<file path="src/rtl/core/biou_pkg.sv">
// Shared constants and register codes for the box overlap ratio unit.
// No dependencies; compiled first.
package biou_pkg;

  localparam int CFG_IDX_W = 2;

  typedef enum logic [CFG_IDX_W-1:0] {
    REG_BAND_LOW  = 2'd0,
    REG_BAND_HIGH = 2'd1
  } cfg_reg_e;

endpackage

</file>
<file path="src/rtl/core/biou_if.sv">
// Channel interfaces of the box overlap ratio unit: box pairs in, ratios out,
// configuration writes. Depends on biou_pkg.
interface biou_in_if #(parameter int COORD_BITS = 11);
  logic                  valid;
  logic                  ready;
  logic [COORD_BITS-1:0] cur_left;
  logic [COORD_BITS-1:0] cur_top;
  logic [COORD_BITS-1:0] cur_width;
  logic [COORD_BITS-1:0] cur_height;
  logic [COORD_BITS-1:0] old_left;
  logic [COORD_BITS-1:0] old_top;
  logic [COORD_BITS-1:0] old_width;
  logic [COORD_BITS-1:0] old_height;

  modport source (output valid, cur_left, cur_top, cur_width, cur_height,
                  old_left, old_top, old_width, old_height, input ready);
  modport sink (input valid, cur_left, cur_top, cur_width, cur_height,
                old_left, old_top, old_width, old_height, output ready);
endinterface

interface biou_out_if #(parameter int FRAC_BITS = 16);
  logic               valid;
  logic               ready;
  logic [FRAC_BITS:0] overlap_ratio;
  logic               in_band;

  modport source (output valid, overlap_ratio, in_band, input ready);
  modport sink (input valid, overlap_ratio, in_band, output ready);
endinterface

interface biou_cfg_if #(parameter int FRAC_BITS = 16);
  logic                           valid;
  logic                           ready;
  logic [biou_pkg::CFG_IDX_W-1:0] index;
  logic [FRAC_BITS:0]             data;

  modport source (output valid, index, data, input ready);
  modport sink (input valid, index, data, output ready);
endinterface

</file>
<file path="src/rtl/core/biou_front.sv">
// Front end of the overlap ratio pipeline: axis overlaps, areas, union.
// Three registered stages; no package dependencies.
module biou_front #(
  parameter int COORD_BITS = 11
) (
  input  logic                    clk,
  input  logic                    rst_n,
  input  logic [2:0]              en,
  input  logic                    in_valid,
  input  logic [COORD_BITS-1:0]   cur_left,
  input  logic [COORD_BITS-1:0]   cur_top,
  input  logic [COORD_BITS-1:0]   cur_width,
  input  logic [COORD_BITS-1:0]   cur_height,
  input  logic [COORD_BITS-1:0]   old_left,
  input  logic [COORD_BITS-1:0]   old_top,
  input  logic [COORD_BITS-1:0]   old_width,
  input  logic [COORD_BITS-1:0]   old_height,
  output logic [2:0]              v,
  output logic [2*COORD_BITS-1:0] inter,
  output logic [2*COORD_BITS:0]   divisor
);

  localparam int CB = COORD_BITS;
  localparam int EW = CB + 1;
  localparam int AW = 2 * CB;
  localparam int UW = AW + 1;

  function automatic logic [CB-1:0] overlap(input logic [CB-1:0] a0, input logic [CB-1:0] alen,
                                            input logic [CB-1:0] b0, input logic [CB-1:0] blen);
    logic [EW-1:0] a1;
    logic [EW-1:0] b1;
    logic [EW-1:0] lo;
    logic [EW-1:0] hi;
    a1 = EW'(a0) + EW'(alen);
    b1 = EW'(b0) + EW'(blen);
    lo = (a0 > b0) ? EW'(a0) : EW'(b0);
    hi = (a1 < b1) ? a1 : b1;
    return (hi > lo) ? CB'(hi - lo) : '0;
  endfunction

  logic [2:0]    v_r;
  logic [CB-1:0] iw_r, ih_r, cw_r, ch_r, ow_r, oh_r;
  logic [AW-1:0] inter1_r, area_c_r, area_o_r;
  logic [AW-1:0] inter2_r;
  logic [UW-1:0] div_r;
  logic [UW-1:0] uni;

  always_comb begin
    uni = UW'(area_c_r) + UW'(area_o_r) - UW'(inter1_r);
  end

  always_ff @(posedge clk) begin
    if (!rst_n) begin
      v_r <= '0;
    end else begin
      if (en[0]) v_r[0] <= in_valid;
      if (en[1]) v_r[1] <= v_r[0];
      if (en[2]) v_r[2] <= v_r[1];
    end
  end

  always_ff @(posedge clk) begin
    if (en[0]) begin
      iw_r <= overlap(cur_left, cur_width, old_left, old_width);
      ih_r <= overlap(cur_top, cur_height, old_top, old_height);
      cw_r <= cur_width;
      ch_r <= cur_height;
      ow_r <= old_width;
      oh_r <= old_height;
    end
    if (en[1]) begin
      inter1_r <= AW'(iw_r) * AW'(ih_r);
      area_c_r <= AW'(cw_r) * AW'(ch_r);
      area_o_r <= AW'(ow_r) * AW'(oh_r);
    end
    // empty union: divide zero by one
    if (en[2]) begin
      inter2_r <= inter1_r;
      div_r    <= (uni == '0) ? UW'(1) : uni;
    end
  end

  assign v       = v_r;
  assign inter   = inter2_r;
  assign divisor = div_r;

`ifndef SYNTHESIS
  a_inter_le_div: assert property (@(posedge clk) disable iff (!rst_n)
    v_r[2] |-> (UW'(inter2_r) <= div_r))
    else $error("intersection exceeds union");
  a_div_nonzero: assert property (@(posedge clk) disable iff (!rst_n)
    v_r[2] |-> (div_r != '0))
    else $error("zero divisor");
  a_overlap_le_width: assert property (@(posedge clk) disable iff (!rst_n)
    v_r[0] |-> (iw_r <= cw_r && iw_r <= ow_r && ih_r <= ch_r && ih_r <= oh_r))
    else $error("overlap wider than a box");
`endif

endmodule

</file>
<file path="src/rtl/core/biou_div_cell.sv">
// One cell of the restoring divider chain: yields one quotient bit per stage.
// No package dependencies.
module biou_div_cell #(
  parameter int UW    = 23,
  parameter int QW    = 17,
  parameter bit FIRST = 1'b0
) (
  input  logic          clk,
  input  logic          rst_n,
  input  logic          en,
  input  logic          v_in,
  input  logic [UW:0]   rem_in,
  input  logic [UW-1:0] div_in,
  input  logic [QW-1:0] q_in,
  output logic          v_out,
  output logic [UW:0]   rem_out,
  output logic [UW-1:0] div_out,
  output logic [QW-1:0] q_out
);

  localparam int RW = UW + 1;

  logic          v_r;
  logic [RW-1:0] rem_r;
  logic [UW-1:0] div_r;
  logic [QW-1:0] q_r;
  logic [RW-1:0] trial;
  logic          ge;
  logic [RW-1:0] rem_nxt;
  logic [QW-1:0] q_nxt;

  always_comb begin
    trial   = FIRST ? rem_in : {rem_in[RW-2:0], 1'b0};
    ge      = trial >= RW'(div_in);
    rem_nxt = ge ? trial - RW'(div_in) : trial;
    q_nxt   = {q_in[QW-2:0], ge};
  end

  always_ff @(posedge clk) begin
    if (!rst_n) begin
      v_r <= 1'b0;
    end else if (en) begin
      v_r <= v_in;
    end
  end

  always_ff @(posedge clk) begin
    if (en) begin
      rem_r <= rem_nxt;
      div_r <= div_in;
      q_r   <= q_nxt;
    end
  end

  assign v_out   = v_r;
  assign rem_out = rem_r;
  assign div_out = div_r;
  assign q_out   = q_r;

`ifndef SYNTHESIS
  a_rem_below_div: assert property (@(posedge clk) disable iff (!rst_n)
    v_r |-> (rem_r < RW'(div_r)))
    else $error("partial remainder not below divisor");
  a_hold_on_stall: assert property (@(posedge clk) disable iff (!rst_n)
    (v_r && !en) |=> ($stable(q_r) && $stable(rem_r)))
    else $error("cell changed while stalled");
  a_div_nonzero: assert property (@(posedge clk) disable iff (!rst_n)
    v_r |-> (div_r != '0))
    else $error("zero divisor in chain");
`endif

endmodule

</file>
<file path="src/rtl/core/box_iou_unit.sv">
// Top level of the box overlap ratio unit: front end, divider chain, band check.
// Depends on biou_pkg, biou_if, biou_front and biou_div_cell.
//
// Takes one box pair per clock and returns the intersection over union as an
// unsigned fixed-point fraction with FRAC_BITS fraction bits (1 << FRAC_BITS
// is 1.0), truncated, plus a flag for the inclusive band [band_low, band_high].
// An empty union gives a ratio of 0. Throughput is one transaction per cycle;
// the path from input to result runs through three front-end stages for
// overlaps, areas and union, then FRAC_BITS + 1 divider cells producing one
// quotient bit each, then the output register. Every stage only holds when the
// stage after it is full and held, so bubbles close up under back-pressure.
// Band registers reset to 0.3 and 0.5 and are written at indexes 0 and 1;
// other indexes are ignored.
module box_iou_unit #(
  parameter int COORD_BITS = 11,
  parameter int FRAC_BITS  = 16
) (
  input logic       clk,
  input logic       rst_n,
  biou_in_if.sink   in_ch,
  biou_out_if.source out_ch,
  biou_cfg_if.sink  cfg_ch
);

  import biou_pkg::*;

  localparam int CB = COORD_BITS;
  localparam int QW = FRAC_BITS + 1;
  localparam int AW = 2 * CB;
  localparam int UW = AW + 1;
  localparam int RW = UW + 1;
  localparam int NC = FRAC_BITS + 1;
  localparam int NS = 3 + NC + 1;
  localparam logic [QW-1:0] BAND_LOW_RST  = QW'(((3 << FRAC_BITS) + 5) / 10);
  localparam logic [QW-1:0] BAND_HIGH_RST = QW'(1) << (FRAC_BITS - 1);
  localparam logic [QW-1:0] RATIO_ONE     = QW'(1) << FRAC_BITS;

  logic [NS-1:0] v;
  logic [NS-1:0] en;
  logic [RW-1:0] rem_c [NC+1];
  logic [UW-1:0] div_c [NC+1];
  logic [QW-1:0] q_c   [NC+1];
  logic [AW-1:0] inter;
  logic [QW-1:0] band_low_r, band_high_r;
  logic          out_valid_r;
  logic [QW-1:0] ratio_r;
  logic          in_band_r;

  assign en[NS-1] = !out_valid_r || out_ch.ready;

  for (genvar k = 0; k < NS - 1; k++) begin : g_en
    assign en[k] = !v[k] || en[k+1];
  end

  assign v[NS-1]     = out_valid_r;
  assign in_ch.ready = en[0];

  biou_front #(.COORD_BITS(COORD_BITS)) u_front (
    .clk        (clk),
    .rst_n      (rst_n),
    .en         (en[2:0]),
    .in_valid   (in_ch.valid),
    .cur_left   (in_ch.cur_left),
    .cur_top    (in_ch.cur_top),
    .cur_width  (in_ch.cur_width),
    .cur_height (in_ch.cur_height),
    .old_left   (in_ch.old_left),
    .old_top    (in_ch.old_top),
    .old_width  (in_ch.old_width),
    .old_height (in_ch.old_height),
    .v          (v[2:0]),
    .inter      (inter),
    .divisor    (div_c[0])
  );

  assign rem_c[0] = RW'(inter);
  assign q_c[0]   = '0;

  for (genvar k = 0; k < NC; k++) begin : g_cell
    biou_div_cell #(.UW(UW), .QW(QW), .FIRST(k == 0)) u_cell (
      .clk     (clk),
      .rst_n   (rst_n),
      .en      (en[3+k]),
      .v_in    (v[2+k]),
      .rem_in  (rem_c[k]),
      .div_in  (div_c[k]),
      .q_in    (q_c[k]),
      .v_out   (v[3+k]),
      .rem_out (rem_c[k+1]),
      .div_out (div_c[k+1]),
      .q_out   (q_c[k+1])
    );
  end

  assign cfg_ch.ready = 1'b1;

  always_ff @(posedge clk) begin
    if (!rst_n) begin
      band_low_r  <= BAND_LOW_RST;
      band_high_r <= BAND_HIGH_RST;
    end else if (cfg_ch.valid && cfg_ch.ready) begin
      case (cfg_ch.index)
        REG_BAND_LOW:  band_low_r  <= cfg_ch.data;
        REG_BAND_HIGH: band_high_r <= cfg_ch.data;
        default: ;
      endcase
    end
  end

  always_ff @(posedge clk) begin
    if (!rst_n) begin
      out_valid_r <= 1'b0;
    end else if (en[NS-1]) begin
      out_valid_r <= v[NS-2];
    end
  end

  always_ff @(posedge clk) begin
    if (en[NS-1]) begin
      ratio_r   <= q_c[NC];
      in_band_r <= (q_c[NC] >= band_low_r) && (q_c[NC] <= band_high_r);
    end
  end

  assign out_ch.valid         = out_valid_r;
  assign out_ch.overlap_ratio = ratio_r;
  assign out_ch.in_band       = in_band_r;

`ifndef SYNTHESIS
  a_ratio_le_one: assert property (@(posedge clk) disable iff (!rst_n)
    out_valid_r |-> (ratio_r <= RATIO_ONE))
    else $error("ratio above one");
  a_band_flag: assert property (@(posedge clk) disable iff (!rst_n)
    out_valid_r |-> (in_band_r == ((ratio_r >= band_low_r) && (ratio_r <= band_high_r))))
    else $error("band flag disagrees with ratio");
  a_accept_while_held: assert property (@(posedge clk) disable iff (!rst_n)
    (out_valid_r && !out_ch.ready && !v[0]) |-> in_ch.ready)
    else $error("input stalled with a free first stage");
`endif

endmodule
</file>
<file path="src/flat_wrapper.sv">
// flat-port wrapper written by rule: the top's interface ports become plain ports
module box_iou_unit_flat import biou_pkg::*;
#(
  parameter int COORD_BITS = 11,
  parameter int FRAC_BITS  = 16
)
  (clk, rst_n, in_ch_valid, in_ch_cur_left, in_ch_cur_top, in_ch_cur_width, in_ch_cur_height, in_ch_old_left, in_ch_old_top, in_ch_old_width, in_ch_old_height, in_ch_ready, out_ch_valid, out_ch_overlap_ratio, out_ch_in_band, out_ch_ready, cfg_ch_valid, cfg_ch_index, cfg_ch_data, cfg_ch_ready);
  biou_in_if #(.COORD_BITS(COORD_BITS)) in_ch_i ();
  biou_out_if #(.FRAC_BITS(FRAC_BITS)) out_ch_i ();
  biou_cfg_if #(.FRAC_BITS(FRAC_BITS)) cfg_ch_i ();
  input logic clk;
  input logic rst_n;
  input wire logic [$bits(in_ch_i.valid)-1:0] in_ch_valid;
  input wire logic [$bits(in_ch_i.cur_left)-1:0] in_ch_cur_left;
  input wire logic [$bits(in_ch_i.cur_top)-1:0] in_ch_cur_top;
  input wire logic [$bits(in_ch_i.cur_width)-1:0] in_ch_cur_width;
  input wire logic [$bits(in_ch_i.cur_height)-1:0] in_ch_cur_height;
  input wire logic [$bits(in_ch_i.old_left)-1:0] in_ch_old_left;
  input wire logic [$bits(in_ch_i.old_top)-1:0] in_ch_old_top;
  input wire logic [$bits(in_ch_i.old_width)-1:0] in_ch_old_width;
  input wire logic [$bits(in_ch_i.old_height)-1:0] in_ch_old_height;
  output wire logic [$bits(in_ch_i.ready)-1:0] in_ch_ready;
  output wire logic [$bits(out_ch_i.valid)-1:0] out_ch_valid;
  output wire logic [$bits(out_ch_i.overlap_ratio)-1:0] out_ch_overlap_ratio;
  output wire logic [$bits(out_ch_i.in_band)-1:0] out_ch_in_band;
  input wire logic [$bits(out_ch_i.ready)-1:0] out_ch_ready;
  input wire logic [$bits(cfg_ch_i.valid)-1:0] cfg_ch_valid;
  input wire logic [$bits(cfg_ch_i.index)-1:0] cfg_ch_index;
  input wire logic [$bits(cfg_ch_i.data)-1:0] cfg_ch_data;
  output wire logic [$bits(cfg_ch_i.ready)-1:0] cfg_ch_ready;
  assign in_ch_i.valid = in_ch_valid;
  assign in_ch_i.cur_left = in_ch_cur_left;
  assign in_ch_i.cur_top = in_ch_cur_top;
  assign in_ch_i.cur_width = in_ch_cur_width;
  assign in_ch_i.cur_height = in_ch_cur_height;
  assign in_ch_i.old_left = in_ch_old_left;
  assign in_ch_i.old_top = in_ch_old_top;
  assign in_ch_i.old_width = in_ch_old_width;
  assign in_ch_i.old_height = in_ch_old_height;
  assign in_ch_ready = in_ch_i.ready;
  assign out_ch_valid = out_ch_i.valid;
  assign out_ch_overlap_ratio = out_ch_i.overlap_ratio;
  assign out_ch_in_band = out_ch_i.in_band;
  assign out_ch_i.ready = out_ch_ready;
  assign cfg_ch_i.valid = cfg_ch_valid;
  assign cfg_ch_i.index = cfg_ch_index;
  assign cfg_ch_i.data = cfg_ch_data;
  assign cfg_ch_ready = cfg_ch_i.ready;
  box_iou_unit #(.COORD_BITS(COORD_BITS), .FRAC_BITS(FRAC_BITS)) u_core (.clk(clk), .rst_n(rst_n), .in_ch(in_ch_i), .out_ch(out_ch_i), .cfg_ch(cfg_ch_i));
endmodule
</file>
<file path="config.mk">
export PLATFORM = sky130hd
export DESIGN_NAME = box_iou_unit_flat
export DESIGN_NICKNAME = d
export VERILOG_FILES = /design/src/rtl/core/biou_pkg.sv /design/src/rtl/core/biou_if.sv /design/src/rtl/core/biou_front.sv /design/src/rtl/core/biou_div_cell.sv /design/src/rtl/core/box_iou_unit.sv /design/src/flat_wrapper.sv
export SDC_FILE = /design/constraint.sdc
export NUM_CORES = 2
export LEC_CHECK = 0
export BUFFER_PORTS_ARGS = -buffer_cell sky130_fd_sc_hd__buf_2
export CAP_MARGIN = 0
export CORE_MARGIN = 1.5
export CORE_UTILIZATION = 70
export CTS_CLUSTER_DIAMETER = 50
export DETAILED_ROUTE_END_ITERATION = 10
export HOLD_SLACK_MARGIN = 0.05
export PLACE_DENSITY = 0.91
export SLEW_MARGIN = 15
export SYNTH_ARGS = -nofsm -noshare
export SYNTH_HDL_FRONTEND = slang
export SYNTH_HIERARCHICAL = 1
export SYNTH_SLANG_ARGS = --single-unit
export TNS_END_PERCENT = 20
</file>
<file path="constraint.sdc">
create_clock -name clk -period 14.2 [get_ports clk]
set_input_delay 2.84 -clock clk [delete_from_list [all_inputs] [get_ports clk]]
set_output_delay 2.84 -clock clk [all_outputs]
set_load 0.005 [all_outputs]
</file>
# After elaboration in Yosys (flattened, before gate mapping)
# Cells that the tools add are included.
[word_totals] regBits=1139 in_bits=112
[classes] eq_ne=1 order_cmp=25 n_reduce_logical=47 addsub=24 n_mux=20 n_mul=3
[op_table] op="$ge A24 B23 Y1" count=16
[op_table] op="$mux W23" count=15
[op_table] op="$sub A23 B23 Y23" count=15
[op_table] op="$mul A11 B11 Y22" count=3
[op_table] op="$add A11 B11 Y12" count=4
[op_table] op="$gt A12 B11 Y1" count=2
[op_table] op="$lt A12 B12 Y1" count=2
[op_table] op="$mux W12" count=2
[op_table] op="$add A22 B22 Y23" count=1
[op_table] op="$ge A22 B23 Y1" count=1
[op_table] op="$logic_not A23 Y1" count=1
[op_table] op="$sub A22 B23 Y23" count=1
[op_table] op="$sub A23 B22 Y23" count=1
[op_table] op="$gt A11 B11 Y1" count=2
[op_table] op="$mux W11" count=2
[op_table] op="$mux W22" count=1
[op_table] op="$sub A11 B11 Y11" count=2
[op_table] op="$logic_not A1 Y1" count=21
[op_table] op="$logic_or A1 B1 Y1" count=21
[op_table] op="$ge A17 B17 Y1" count=1
[op_table] op="$le A17 B17 Y1" count=1
[op_table] op="$reduce_and A2 Y1" count=2
[op_table] op="$eq A2 B1 Y1 const B" count=1
[op_table] op="$logic_not A2 Y1" count=1
[op_table] op="$logic_and A1 B1 Y1" count=1

# Depth between registers and ports, before layout
[logic_depth] word_depth=22 ltp_mapped=29 depth_no_buf=28

# By module
# The synthesis kept the hierarchy.
[modules_own_cells] module="biou_div_cell (u_core.g_cell[10].u_cell ...)" cells_per_inst=325 area_each_um2=3548.4 n_inst=13
[modules_own_cells] module="biou_front" cells_per_inst=2449 area_each_um2=23518.8 n_inst=1
[modules_own_cells] module="biou_div_cell (u_core.g_cell[11].u_cell)" cells_per_inst=332 area_each_um2=3818.7 n_inst=1
[modules_own_cells] module="biou_div_cell (u_core.g_cell[8].u_cell)" cells_per_inst=318 area_each_um2=3712.3 n_inst=1
[modules_own_cells] module="biou_div_cell (u_core.g_cell[9].u_cell)" cells_per_inst=322 area_each_um2=3676.0 n_inst=1
[modules_own_cells] module="biou_div_cell (u_core.g_cell[0].u_cell)" cells_per_inst=310 area_each_um2=3480.8 n_inst=1
[modules_own_cells] module="box_iou_unit" cells_per_inst=314 area_each_um2=2846.5 n_inst=1

# Least setup slack after synthesis
# Ideal clock, no wire load.
[synth_path] path_type="input to output" start="input out_ch_ready" end="output in_ch_ready" path_slack_ns=5.512 arrival_time_ns=5.848 cell_stages=6 n_path_buf=1 t_required_ns=11.360 path_cell_list="nor2b_1 buf_2 nand4_4 nor4_4 and4_4 nand4_2"
[synth_via] elab_chain_len=21
[synth_rtl] element="start: declaration" line="flat_wrapper.sv:26" rtl="input wire logic [$bits(out_ch_i.ready)-1:0] out_ch_ready;"
[synth_rtl] element="$logic_or A1 B1 Y1" line="box_iou_unit.sv:49" rtl="assign en[NS-1] = !out_valid_r || out_ch.ready;"
[synth_rtl] element="$logic_or A1 B1 Y1 (6 in a row)" line="box_iou_unit.sv:52" rtl="assign en[k] = !v[k] || en[k+1];"
[synth_rtl] element="net u_core.en[14]" line="box_iou_unit.sv:39" rtl="logic [NS-1:0] en;"
[synth_rtl] element="$logic_or A1 B1 Y1 (14 in a row)" line="box_iou_unit.sv:52"
[synth_rtl] element="end: declaration" line="flat_wrapper.sv:22" rtl="output wire logic [$bits(in_ch_i.ready)-1:0] in_ch_ready;"
# The timed path passes the listed nets, and every way through them passes these cells.

# Worst setup path in the final report
[layout_path] start="input in_ch_old_top[0]" end="register u_core.u_front.ih_r[5] (data pin)"
[layout_via] elab_chain_len=4
[layout_rtl] element="start: declaration" line="flat_wrapper.sv:19" rtl="input wire logic [$bits(in_ch_i.old_top)-1:0] in_ch_old_top;"
[layout_rtl] element="$add A11 B11 Y12" line="biou_front.sv:35" rtl="b1 = EW'(b0) + EW'(blen);"
[layout_rtl] element="$lt A12 B12 Y1" line="biou_front.sv:37" rtl="hi = (a1 < b1) ? a1 : b1;"
[layout_rtl] element="$mux W12" line="biou_front.sv:37"
[layout_rtl] element="$sub A11 B11 Y11 / $gt A12 B11 Y1 (equally long branches)" line="biou_front.sv:38" rtl="return (hi > lo) ? CB'(hi - lo) : '0;"
[layout_rtl] element="end signal: assignment" line="biou_front.sv:65" rtl="ih_r <= overlap(cur_top, cur_height, old_top, old_height);"
[layout_rtl] element="end: declaration" line="biou_front.sv:42" rtl="logic [CB-1:0] iw_r, ih_r, cw_r, ch_r, ow_r, oh_r;"
# Parallel ways exist; a longest one is shown, timed or not.
# A chain may end at the register's enable or synchronous reset.

==> impl_metrics.tcl <==
set metrics [dict create \
    numPortBuffers 131 \
    setup_viol 0 \
    regToRegStartpoint "u_core/u_front/iw_r[3]$_SDFFCE_PP0P_" \
    cts.clk_slew.worst_paths_ns 0.07 \
    overflow 0 \
    cpPeakStageDelay_ns 0.66 \
    placementRows 123 \
    synthesis.area_mm2 0.0796 \
    grt_pass1_wl_um 322000 \
    grt_max_degree 68 \
    viasPerCell 6.38 \
    area_growth_pct 7.66 \
    multi_input_area_mm2 0.0411 \
    cts_root_buf "clkbuf_16" \
    start_kind "input port" \
    end_kind "flip-flop" \
    postCtsHoldBufs 0 \
    max-slew-margin-rel_pct 18.8 \
    grt_antenna_before_repair 8 \
    die_y_um 340 \
    worstSetupPathType "input port to flip-flop" \
    fin_nets 8997 \
    cts.htree.levels 4 \
    clock_path_buffers 3 \
    hpwl_um 154000 \
    period_minus_slack_ns 8.86 \
    rr_endpoint "u_core/u_front/inter1_r[21]$_DFFE_PP_" \
    yosys_warnings 6 \
    required_ns 14.65 \
    crit_top_cell "a21oi_1" \
    finalClockSkew_ns 0.0390 \
    drc 0 \
    clk_latency_ns 0.76 \
    maxCapViolations 0 \
    status "complete, no violations" \
    first_pass_iters 9 \
    clock_sinks 1139 \
    tightestPinTransition_ns 1.21 \
    post_cts_resized 0 \
    fmax_mhz 113 \
    drv_slew 0 \
    first_global_vias 59200 \
    avgSynthCellArea_um2 10.2 \
    layout_commonest_cell "edfxtp_1" \
    ant_nets 0 \
    period_share_pct 62.4 \
    crit_arrival_ns 9.31 \
    hold_path.startpoint "u_core/g_cell[7].u_cell/q_out[0]$_DFFE_PP_" \
    totalWireLength_um 207000 \
    dieArea_mm2 0.116 \
    r2r_cells 18 \
    drt_iter0_markers 6388 \
    core_mm2 0.113 \
    min_path_type "flip-flop to flip-flop" \
    gp_congestion 0.990 \
    layout_common_cells "1,084 x edfxtp_1, 969 x inv_1, 874 x nand2_1, 736 x ha_1, 611 x a21oi_1" \
    fp.dieW_um 340 \
    wl_per_cell_um 21.8 \
    io_pins 133 \
    cts_tree "built" \
    initial_utilization_pct 70.7 \
    ff2ff_setup_slack_ns 8.08 \
    whs_path_depth 0 \
    rsz0062_at_grt "false" \
    syn_inst 7804 \
    holdPathEnd "u_core/g_cell[8].u_cell/q_out[1]$_DFFE_PP_" \
    layout-drive-gt1-share_pct 7.77 \
    cts_buffers 138 \
    post_cts_buffers 0 \
    via_count 60400 \
    setup_tns_ns 0 \
    hold_viol_final 0 \
    slowest_stage "o21ai_1" \
    critPathMaxFanout 11 \
    seqCellArea_mm2 0.0337 \
    nFillCells 7327 \
    track_usage_pct 35.3 \
]
## critical path: cells and delay by family
family / cells / cell delay (ns)
fa+ha+maj: 6 / 1.93
buf+inv: 2 / 0.18
compound gates: 17 / 3.80
xor+xnor: 1 / 0.14
simple gates: 2 / 0.15
mux: 1 / 0.26
## layout make-up
type                       instances  area share (%)
multi-input combinational       5435            47.9
sequential                      1139            39.3
inverter                         989            4.33
clock buffer                     169            4.20
tap                             1500            2.19
clock inverter                    84            1.05
timing repair buffer             161            1.03
antenna                            4          0.0117
## routing by layer
metal / track usage [%] / vias to the layer above / wire length (um)
met2: 55.8 / 3149 / 94300
met1: 48.2 / 29100 / 85000
met4: 14.7 / 8 / 8930
li1: - / 27600 / -
met5: 0 / - / 41
met3: 6.79 / 626 / 18600
## registers in the layout, summed over array words and instances, names as in the netlist, 22 cells and up
register,cells
u_core/g_cell.u_cell/div_out,368
u_core/g_cell.u_cell/rem_out,368
u_core/g_cell.u_cell/q_out,153
u_core/u_front/divisor,23
u_core/u_front/area_c_r,22
u_core/u_front/area_o_r,22
u_core/u_front/inter1_r,22
u_core/u_front/inter,22
## metrics by stage
stage	setup WS [ns]	utilization, %	cell area [um2]	hold WS (ns)	cells
floorplan	5.58	-	79600	0.400	7806
global placement	4.37	72.1	81200	0.400	9224
detailed placement	4.29	72.1	81200	0.405	9224
CTS	5.05	76.1	85700	0.417	9477
global route	4.85	76.1	85700	0.424	9479
finish	5.34	76.1	85700	0.416	9481
## worst max-delay path by stage
stage / startpoint / endpoint / slack (ns) / cells past startpoint
2_1_floorplan: out_ch_ready / in_ch_ready / 5.58 / 6
3_5_place_dp: in_ch_old_top[0] / u_core/u_front/ih_r[3]$_SDFFCE_PP0P_ / 4.29 / 29
3_3_place_gp: in_ch_old_top[0] / u_core/u_front/ih_r[3]$_SDFFCE_PP0P_ / 4.37 / 29
6_report: in_ch_old_top[0] / u_core/u_front/ih_r[5]$_SDFFCE_PP0P_ / 5.34 / 29
4_1_cts: in_ch_old_top[0] / u_core/u_front/ih_r[5]$_SDFFCE_PP0P_ / 5.05 / 29
5_1_grt: in_ch_old_top[0] / u_core/u_front/ih_r[3]$_SDFFCE_PP0P_ / 4.85 / 29
Power is left out: the tool's default activity adds up to more than one toggle a clock period on the data nets, which glitch-free logic cannot reach.
